--- config.mk ---
export PLATFORM = sky130hd
export DESIGN_NAME = sm3_hash_core_unit_flat
export DESIGN_NICKNAME = d
export VERILOG_FILES = /design/src/sv/sm3_pkg.sv /design/src/sv/sm3_stream_if.sv /design/src/sv/sm3_front.sv /design/src/sv/sm3_queue.sv /design/src/sv/sm3_back.sv /design/src/sv/sm3_hash_core_unit.sv /design/src/flat_wrapper.sv
export SDC_FILE = /design/constraint.sdc
export NUM_CORES = 2
export LEC_CHECK = 0
export BUFFER_PORTS_ARGS = -buffer_cell sky130_fd_sc_hd__buf_2
export CORE_MARGIN = 8
export CORE_UTILIZATION = 30
export CTS_CLUSTER_SIZE = 12
export DETAILED_ROUTE_END_ITERATION = 10
export PLACE_DENSITY_LB_ADDON = 0.05
export RECOVER_POWER = 25
export SLEW_MARGIN = 15
export SYNTH_ARGS = -nofsm -noshare
export SYNTH_HDL_FRONTEND = slang
export SYNTH_SLANG_ARGS = --single-unit
--- constraint.sdc ---
create_clock -name clk -period 9.35 [get_ports clk]
set_clock_uncertainty 0.2 [all_clocks]
set_input_delay 1.87 -clock clk [delete_from_list [all_inputs] [get_ports clk]]
set_output_delay 1.87 -clock clk [all_outputs]
set_load 0.005 [all_outputs]
--- src/sv/sm3_pkg.sv ---
// package with sm3 types, constants and step functions
`timescale 1ns / 1ps
package sm3_pkg;

	localparam logic [31:0] T_LOW  = 32'h79CC4519;
	localparam logic [31:0] T_HIGH = 32'h7A879D8A;

	localparam logic [255:0] SM3_IV =
		256'h7380166F4914B2B9172442D7DA8A0600A96F30BC163138AAE38DEE4DB0FB0E4E;

	// one block word handed from the front to the back
	typedef struct packed {
		logic [31:0] word;
		logic [3:0]  pos;
		logic        fin;
	} sm3_cmd_t;

	typedef enum logic [1:0] {
		ST_LOAD,
		ST_ROUND,
		ST_EMIT
	} sm3_state_t;

	function automatic logic [31:0] rotl(input logic [31:0] x, input logic [4:0] n);
		logic [63:0] d;
		d = {x, x} << n;
		return d[63:32];
	endfunction

	function automatic logic [31:0] perm_p0(input logic [31:0] x);
		return x ^ rotl(x, 5'd9) ^ rotl(x, 5'd17);
	endfunction

	function automatic logic [31:0] perm_p1(input logic [31:0] x);
		return x ^ rotl(x, 5'd15) ^ rotl(x, 5'd23);
	endfunction

endpackage

--- src/sv/sm3_stream_if.sv ---
// valid/ready stream interface carrying a word and a flag
`timescale 1ns / 1ps
interface sm3_stream_if;
	logic        valid;
	logic        ready;
	logic [31:0] data;
	logic        flag;

	modport source (output valid, output data, output flag, input ready);
	modport sink (input valid, input data, input flag, output ready);
endinterface

--- src/sv/sm3_front.sv ---
// front end: tracks word position, pads partial blocks, feeds the queue
`timescale 1ns / 1ps
module sm3_front (
	input  logic            clk,
	input  logic            arst_n,
	input  logic            in_valid,
	output logic            in_ready,
	input  logic [31:0]     in_word,
	input  logic            in_final,
	output logic            q_valid,
	input  logic            q_ready,
	output sm3_pkg::sm3_cmd_t q_cmd
);
	import sm3_pkg::*;

	logic [3:0] pos_q;
	logic       pad_q;

	// while padding, zero words are produced until position fifteen
	assign in_ready = !pad_q && q_ready;
	assign q_valid  = pad_q || in_valid;

	always_comb begin
		q_cmd.pos = pos_q;
		if (pad_q) begin
			q_cmd.word = '0;
			q_cmd.fin  = (pos_q == 4'd15);
		end else begin
			q_cmd.word = in_word;
			q_cmd.fin  = in_final && (pos_q == 4'd15);
		end
	end

	always_ff @(posedge clk or negedge arst_n) begin
		if (!arst_n) begin
			pos_q <= '0;
			pad_q <= 1'b0;
		end else if (q_valid && q_ready) begin
			pos_q <= pos_q + 4'd1;
			if (pad_q) begin
				if (pos_q == 4'd15) pad_q <= 1'b0;
			end else if (in_final && pos_q != 4'd15) begin
				pad_q <= 1'b1;
			end
		end
	end

	assert property (@(posedge clk) disable iff (!arst_n)
		pad_q |-> !in_ready) else $error("input taken during padding");
	assert property (@(posedge clk) disable iff (!arst_n)
		(q_valid && q_ready && q_cmd.fin) |=> (pos_q == 4'd0 && !pad_q))
		else $error("final word did not close the block");
	assert property (@(posedge clk) disable iff (!arst_n)
		(q_valid && q_ready) |=> (pos_q == $past(pos_q) + 4'd1))
		else $error("position did not advance");
endmodule

--- src/sv/sm3_queue.sv ---
// two-entry queue between front and back
`timescale 1ns / 1ps
module sm3_queue (
	input  logic            clk,
	input  logic            arst_n,
	input  logic            wr_valid,
	output logic            wr_ready,
	input  sm3_pkg::sm3_cmd_t wr_cmd,
	output logic            rd_valid,
	input  logic            rd_ready,
	output sm3_pkg::sm3_cmd_t rd_cmd
);
	import sm3_pkg::*;

	sm3_cmd_t   mem_q [2];
	logic       wp_q, rp_q;
	logic [1:0] cnt_q;
	logic       wr_en, rd_en;

	assign wr_ready = (cnt_q != 2'd2);
	assign rd_valid = (cnt_q != 2'd0);
	assign rd_cmd   = mem_q[rp_q];
	assign wr_en    = wr_valid && wr_ready;
	assign rd_en    = rd_valid && rd_ready;

	always_ff @(posedge clk) begin
		if (wr_en) mem_q[wp_q] <= wr_cmd;
	end

	always_ff @(posedge clk or negedge arst_n) begin
		if (!arst_n) begin
			wp_q  <= 1'b0;
			rp_q  <= 1'b0;
			cnt_q <= '0;
		end else begin
			if (wr_en) wp_q <= !wp_q;
			if (rd_en) rp_q <= !rp_q;
			cnt_q <= cnt_q + {1'b0, wr_en} - {1'b0, rd_en};
		end
	end

	assert property (@(posedge clk) disable iff (!arst_n)
		cnt_q != 2'd3) else $error("queue count overflow");
	assert property (@(posedge clk) disable iff (!arst_n)
		(wp_q == rp_q) |-> (cnt_q == 2'd0 || cnt_q == 2'd2))
		else $error("queue pointers inconsistent");
	assert property (@(posedge clk) disable iff (!arst_n)
		(wr_en && !rd_en) |=> (cnt_q == $past(cnt_q) + 2'd1))
		else $error("queue count wrong");
endmodule

--- src/sv/sm3_back.sv ---
// back end: block buffer, expansion window, 64 rounds, chaining and digest output
`timescale 1ns / 1ps
module sm3_back (
	input  logic            clk,
	input  logic            arst_n,
	input  logic            q_valid,
	output logic            q_ready,
	input  sm3_pkg::sm3_cmd_t q_cmd,
	output logic            out_valid,
	input  logic            out_ready,
	output logic [31:0]     out_word,
	output logic            out_last
);
	import sm3_pkg::*;

	sm3_state_t  state_q, state_d;
	logic [31:0] w_q [16];      // sliding window w[j..j+15]
	logic [31:0] r_q [8];
	logic [31:0] cv_q [8];
	logic [5:0]  rnd_q;
	logic        fin_q;
	logic [2:0]  emit_q;
	logic [31:0] w_new, tj, a12, ss1, ss2, ff, gg, tt1, tt2, wp;
	logic        early, take, round_go, emit_go, round_end;

	assign take  = q_valid && q_ready;
	assign early = (rnd_q < 6'd16);
	assign w_new = perm_p1(w_q[0] ^ w_q[7] ^ rotl(w_q[13], 5'd15))
		^ rotl(w_q[3], 5'd7) ^ w_q[10];
	assign wp    = w_q[0] ^ w_q[4];
	assign tj    = early ? T_LOW : T_HIGH;
	assign a12   = rotl(r_q[0], 5'd12);
	assign ss1   = rotl(a12 + r_q[4] + rotl(tj, rnd_q[4:0]), 5'd7);
	assign ss2   = ss1 ^ a12;
	assign ff    = early ? (r_q[0] ^ r_q[1] ^ r_q[2])
		: ((r_q[0] & r_q[1]) | (r_q[0] & r_q[2]) | (r_q[1] & r_q[2]));
	assign gg    = early ? (r_q[4] ^ r_q[5] ^ r_q[6])
		: ((r_q[4] & r_q[5]) | (~r_q[4] & r_q[6]));
	assign tt1   = ff + r_q[3] + ss2 + wp;
	assign tt2   = gg + r_q[7] + ss1 + w_q[0];
	assign round_end = (rnd_q == 6'd63);
	assign out_word  = cv_q[emit_q];
	assign out_last  = (emit_q == 3'd7);

	always_comb begin
		state_d   = state_q;
		q_ready   = 1'b0;
		out_valid = 1'b0;
		round_go  = 1'b0;
		emit_go   = 1'b0;
		unique case (state_q)
			ST_LOAD: begin
				q_ready = 1'b1;
				if (q_valid && q_cmd.pos == 4'd15) state_d = ST_ROUND;
			end
			ST_ROUND: begin
				round_go = 1'b1;
				if (round_end) state_d = fin_q ? ST_EMIT : ST_LOAD;
			end
			ST_EMIT: begin
				out_valid = 1'b1;
				emit_go   = out_ready;
				if (out_ready && emit_q == 3'd7) state_d = ST_LOAD;
			end
			default: state_d = ST_LOAD;
		endcase
	end

	always_ff @(posedge clk or negedge arst_n) begin
		if (!arst_n) state_q <= ST_LOAD;
		else state_q <= state_d;
	end

	// chaining value and counters
	always_ff @(posedge clk or negedge arst_n) begin
		if (!arst_n) begin
			for (int i = 0; i < 8; i++) cv_q[i] <= SM3_IV[255 - 32*i -: 32];
			rnd_q  <= '0;
			emit_q <= '0;
			fin_q  <= 1'b0;
		end else begin
			if (take && q_cmd.pos == 4'd15) begin
				fin_q <= q_cmd.fin;
				rnd_q <= '0;
			end
			if (round_go) begin
				rnd_q <= rnd_q + 6'd1;
				if (round_end) begin
					cv_q[0] <= cv_q[0] ^ tt1;
					cv_q[1] <= cv_q[1] ^ r_q[0];
					cv_q[2] <= cv_q[2] ^ rotl(r_q[1], 5'd9);
					cv_q[3] <= cv_q[3] ^ r_q[2];
					cv_q[4] <= cv_q[4] ^ perm_p0(tt2);
					cv_q[5] <= cv_q[5] ^ r_q[4];
					cv_q[6] <= cv_q[6] ^ rotl(r_q[5], 5'd19);
					cv_q[7] <= cv_q[7] ^ r_q[6];
				end
			end
			if (emit_go) begin
				emit_q <= emit_q + 3'd1;
				if (emit_q == 3'd7)
					for (int i = 0; i < 8; i++) cv_q[i] <= SM3_IV[255 - 32*i -: 32];
			end
		end
	end

	// block buffer doubles as expansion window, round registers
	always_ff @(posedge clk) begin
		if (take) w_q[q_cmd.pos] <= q_cmd.word;
		if (take && q_cmd.pos == 4'd15)
			for (int i = 0; i < 8; i++) r_q[i] <= cv_q[i];
		if (round_go) begin
			for (int i = 0; i < 15; i++) w_q[i] <= w_q[i+1];
			w_q[15] <= w_new;
			r_q[0] <= tt1;
			r_q[1] <= r_q[0];
			r_q[2] <= rotl(r_q[1], 5'd9);
			r_q[3] <= r_q[2];
			r_q[4] <= perm_p0(tt2);
			r_q[5] <= r_q[4];
			r_q[6] <= rotl(r_q[5], 5'd19);
			r_q[7] <= r_q[6];
		end
	end

	assert property (@(posedge clk) disable iff (!arst_n)
		(state_q == ST_ROUND && round_end && !fin_q) |=> state_q == ST_LOAD)
		else $error("no return to load after block");
	assert property (@(posedge clk) disable iff (!arst_n)
		(state_q != ST_EMIT) |-> emit_q == 3'd0) else $error("emit index stray");
	assert property (@(posedge clk) disable iff (!arst_n)
		(state_q != ST_LOAD) |-> !q_ready) else $error("queue read while busy");
endmodule

--- src/sv/sm3_hash_core_unit.sv ---
// top level of the sm3 hash engine
`timescale 1ns / 1ps
//  channel  | dir | word fields
//  msg      | in  | data = message_word, flag = final_word
//  dig      | out | data = digest_word,  flag = digest_last
//
// a block of 16 words is loaded and then compressed in 64 rounds, one round per cycle
// the final word adds a zero-padding flush of the rest of the block and the
// output of the 8 digest words
// reset restores the iv in the chaining registers at once; no clearing pass
// the front pads and queues words while the back compresses; a stalled digest
// holds the back, and the front keeps filling the queue until it is full
module sm3_hash_core_unit (
	input  logic          clk,
	input  logic          arst_n,
	sm3_stream_if.sink    msg,
	sm3_stream_if.source  dig
);
	import sm3_pkg::*;

	// front to queue
	logic     fq_valid, fq_ready;
	sm3_cmd_t fq_cmd;
	// queue to back
	logic     qb_valid, qb_ready;
	sm3_cmd_t qb_cmd;

	sm3_front u_front (
		.clk      (clk),
		.arst_n   (arst_n),
		.in_valid (msg.valid),
		.in_ready (msg.ready),
		.in_word  (msg.data),
		.in_final (msg.flag),
		.q_valid  (fq_valid),
		.q_ready  (fq_ready),
		.q_cmd    (fq_cmd)
	);

	sm3_queue u_queue (
		.clk      (clk),
		.arst_n   (arst_n),
		.wr_valid (fq_valid),
		.wr_ready (fq_ready),
		.wr_cmd   (fq_cmd),
		.rd_valid (qb_valid),
		.rd_ready (qb_ready),
		.rd_cmd   (qb_cmd)
	);

	sm3_back u_back (
		.clk       (clk),
		.arst_n    (arst_n),
		.q_valid   (qb_valid),
		.q_ready   (qb_ready),
		.q_cmd     (qb_cmd),
		.out_valid (dig.valid),
		.out_ready (dig.ready),
		.out_word  (dig.data),
		.out_last  (dig.flag)
	);

	assert property (@(posedge clk) disable iff (!arst_n)
		(dig.valid && !dig.ready) |=> dig.valid) else $error("digest word dropped");
	assert property (@(posedge clk) disable iff (!arst_n)
		(dig.valid && !dig.ready) |=> $stable(dig.data)) else $error("digest word changed");
endmodule

--- src/flat_wrapper.sv ---
// flat-port wrapper written by rule: the top's interface ports become plain ports
module sm3_hash_core_unit_flat import sm3_pkg::*;
  (clk, arst_n, msg_valid, msg_data, msg_flag, msg_ready, dig_valid, dig_data, dig_flag, dig_ready);
  sm3_stream_if msg_i ();
  sm3_stream_if dig_i ();
  input  logic clk;
  input  logic arst_n;
  input wire logic [$bits(msg_i.valid)-1:0] msg_valid;
  input wire logic [$bits(msg_i.data)-1:0] msg_data;
  input wire logic [$bits(msg_i.flag)-1:0] msg_flag;
  output wire logic [$bits(msg_i.ready)-1:0] msg_ready;
  output wire logic [$bits(dig_i.valid)-1:0] dig_valid;
  output wire logic [$bits(dig_i.data)-1:0] dig_data;
  output wire logic [$bits(dig_i.flag)-1:0] dig_flag;
  input wire logic [$bits(dig_i.ready)-1:0] dig_ready;
  assign msg_i.valid = msg_valid;
  assign msg_i.data = msg_data;
  assign msg_i.flag = msg_flag;
  assign msg_ready = msg_i.ready;
  assign dig_valid = dig_i.valid;
  assign dig_data = dig_i.data;
  assign dig_flag = dig_i.flag;
  assign dig_i.ready = dig_ready;
  sm3_hash_core_unit u_core (.clk(clk), .arst_n(arst_n), .msg(msg_i), .dig(dig_i));
endmodule
==> qor.csv <==
stage;metric;value;unit
run_status;status;finished with violations;
run_status;failing checks;max-capacitance violations, max-slew violations;
layout;Non-Filler Instances;8380;
floorplan;die area;222000;µm²
floorplan;Die X;471;µm
yosys;Syn Nets;5707;
critical_path;Crit Path Class;reg -> reg;
yosys;Post-synth EDFFs;842;
sta;final setup vio count;0;
grt;initial antenna violation count;10;
yosys;flops & latches, synth;1119;
grt;vias in the first global route;42000;
routing;antenna-violating nets left;0;
layout;FILL cells;20400;
critical_path;max incr delay on CP;0.49;ns
routing;average vias per placed instance;5.05;
grt;GR Util met3;2.87;%
placed_design;placed cells;8112;
yosys;share of the synthesized area in the top cell type;40.6;%
grt;pin count of the biggest net entering global routing;166;
placed_design;Port-buffer cells;71;
clock_network;hold buffers post-CTS;0;
yosys;Synth Warn #;0;
grt;GRT Util Overall;21.3;%
clock_network;CTS sink cnt;1119;
floorplan;Cell Rows;167;
placed_design;pre-CTS setup slack;0.0789;ns
routing;Vias;42300;
floorplan;DIE HEIGHT;471;µm
placed_design;Area after DPL;67100;µm²
sta;fmax;112;MHz
sta;Tcrit/Tclk final;95.6;%
critical_path;CP arrival;9.47;ns
sta;Final min period;8.94;ns
critical_path;crit path max fanout;34;
clock_network;H-tree level count;4;
placed_design;GP Congestion;0.904;
grt;grt met2 use;37.0;%
clock_network;Clock Tree Root;clkbuf_16;
grt;Remaining Overflow, GRT;0;
yosys;Synth area leaders;edfxtp_1 (41%), a21o_1 (6.7%), dfrtp_1 (6.4%), fa_1 (6.0%), dfstp_2 (5.0%);
routing;Wirelength per Cell;28.8;µm
layout;Layout Nets;5878;
grt;first-pass GRT wire length;339000;µm
clock_network;post-CTS setup buffers;0;
yosys;Top FF cell, synth;edfxtp_1;
sta;Final Hold Fails;0;
flow_run;Max-cap violations;4;
layout;post-route cell area;71900;µm²
routing;WL final;241000;µm
yosys;Yosys top cell by area;edfxtp_1;
routing;DR iter-0 viols;3460;
yosys;Post-synth top cells;edfxtp_1 (842), nand2_1 (630), a21o_1 (559);
clock_network;CTS clk-pin slew, worst paths;0.06;ns
floorplan;Core Footprint;207000;µm²
clock_network;clock latency on the worst-skew pair;0.80;ns
floorplan;initial core utilization;30.1;%
layout;P&R area growth vs syn;15.5;%
critical_path;WP data required;9.88;ns
min_path;HP Class;reg -> reg;
grt;met1 Usage GRT;28.1;%
critical_path;critical path startpoint category;flip-flop;
layout;layout cells sized above 1;15.7;%
clock_network;clock buffer depth;3;
yosys;synth unique cells;91;
yosys;ys async rst share;24.8;%
sta;final worst slack;0.410;ns
sta;fin. max-slew vios;208;
yosys;Mapped Avg Cell Area;11.6;µm²
sta;setup_tns;0;ns
critical_path;Worst Setup End Kind;flip-flop;
clock_network;CTS tree;yes;
clock_network;TritonCTS Buffers;140;
placed_design;hpwl dp;171000;µm
yosys;Mapped Cells;5379;
sta;RSZ-0062 raised after global routing;no;
yosys;register area share after synthesis;52.0;%
routing;number of detailed-route iterations in the first pass;8;
sta;slew of the pin with the lowest slew margin;5.16;ns
yosys;Netlist Area Pre-Place;62200;µm²
floorplan;I/O pin total;72;
routing;DR DRC count;0;
critical_path;slowest cell on the critical path;dfrtp_1;
grt;grt peak-use layer;met2;
sta;Slew headroom;-244;%
yosys;most numerous cell in the Yosys netlist;edfxtp_1;
==> metal layers <==
layer / wire length [µm] / vias up
met5: 8 / -
met1: 106000 / 21800
li1: - / 19300
met4: 5830 / 2
met2: 120000 / 912
met3: 8770 / 193
==> sequential cells by signal, indices dropped and copies added, names as in the netlist <==
name / flops
u_core.u_back.cv_q: 256
u_core.u_queue.mem_q: 74
u_core.u_queue.rp_q: 1
u_core.u_queue.wp_q: 1
u_core.u_front.pos_q: 4
u_core.u_back.w_q: 512
u_core.u_back.fin_q: 1
u_core.u_back.r_q: 256
u_core.u_back.state_q: 2
u_core.u_queue.cnt_q: 2
u_core.u_back.rnd_q: 6
u_core.u_front.pad_q: 1
u_core.u_back.emit_q: 3
==> placed cells by master, fill, tap and decap left out, types with 11 or more instances in the layout <==
| cell | n |
|---|---|
| diode_2 | 12 |
| clkbuf_8 | 18 |
| bufinv_16 | 14 |
| and3_1 | 107 |
| mux4_2 | 64 |
| a31oi_1 | 28 |
| nand3_1 | 44 |
| buf_4 | 230 |
| nor3_1 | 56 |
| a21oi_1 | 252 |
| mux2i_1 | 82 |
| or3_1 | 27 |
| xnor2_1 | 290 |
| o21a_1 | 19 |
| o211ai_1 | 28 |
| ha_1 | 103 |
| inv_1 | 293 |
| clkbuf_16 | 141 |
| mux2_2 | 124 |
| o31ai_1 | 11 |
| nor2b_1 | 43 |
| fa_1 | 188 |
| buf_2 | 66 |
| a21o_1 | 559 |
| o21ai_0 | 329 |
| clkbuf_1 | 50 |
| xor2_1 | 240 |
| nor2_1 | 244 |
| edfxtp_1 | 842 |
| dfrtp_1 | 154 |
| clkinv_1 | 21 |
| o21ai_4 | 15 |
| o21bai_1 | 11 |
| clkinv_2 | 18 |
| nand2_1 | 630 |
| a211oi_1 | 22 |
| o21ai_1 | 12 |
| dfstp_2 | 119 |
==> worst max-delay path, delay by kind of cell, from the launching register on <==
kind	cells	cell delay (ns)
XOR/XNOR	2	0.45
flip-flops	1	0.49
AND/OR/NAND/NOR	5	1.36
buffers and inverters	5	0.60
AO/OA/AOI/OAI	15	2.78
adder cells (fa/ha/maj)	6	2.42
multiplexers	2	0.55
==> repair_timing <==
action,4_1_cts,5_1_grt
endpoints found under the setup margin,0,69
resized for setup,0,20
hold endpoints to repair,0,0
==> cells by family (layout without fill, tap and decap cells) <==
logic type	Yosys count	after routing	share of synthesized area (%)
AOI/OAI and AO/OA	1365	1365	14.2
and+or+nand+nor	1197	1197	8.35
DFF	1119	1119	52.0
buffers and inverters	592	877	3.58
xor gates and xnor gates	545	545	7.86
adders and majority gates	291	291	8.12
muxes	270	270	5.88
other	0	12	0
==> final cells by class <==
type	instances	area, µm²	area share, %
Multi-Input combinational cell	3668	28000	38.9
Sequential cell	1119	32400	45.0
Timing Repair Buffer	324	2300	3.20
Antenna cell	12	30.0	0.0418
Clock buffer	190	3890	5.42
Clock inverter	66	810	1.13
Inverter	297	1130	1.57
Tap cell	2704	3380	4.71
==> final timing paths <==
kind | startpoint | endpoint | slack, ns | cells past startpoint
setup / recovery | u_core.u_back.rnd_q[1] | u_core.u_back.cv_q[253] | 0.41 | 35
hold / removal | u_core.u_back.fin_q | u_core.u_back.fin_q | 0.29 | 2
setup reg to reg | u_core.u_back.rnd_q[1] | u_core.u_back.cv_q[253] | 0.41 | 35
hold reg to reg | u_core.u_back.fin_q | u_core.u_back.fin_q | 0.29 | 2
max in group asynchronous | arst_n | u_core.u_back.emit_q[0] | 2.51 | 1
min in group asynchronous | arst_n | u_core.u_queue.wp_q | 2.72 | 1
==> per-stage QoR <==
step	util [%]	hold slack [ns]
after floorplan	-	0.251
after global placement	32.5	0.276
after detailed placement	32.5	0.279
after CTS	34.8	0.293
after global routing	34.8	0.318
final	34.8	0.286
Power is left out: the tool's default activity adds up to more than one toggle a clock period on the data nets, which glitch-free logic cannot reach.
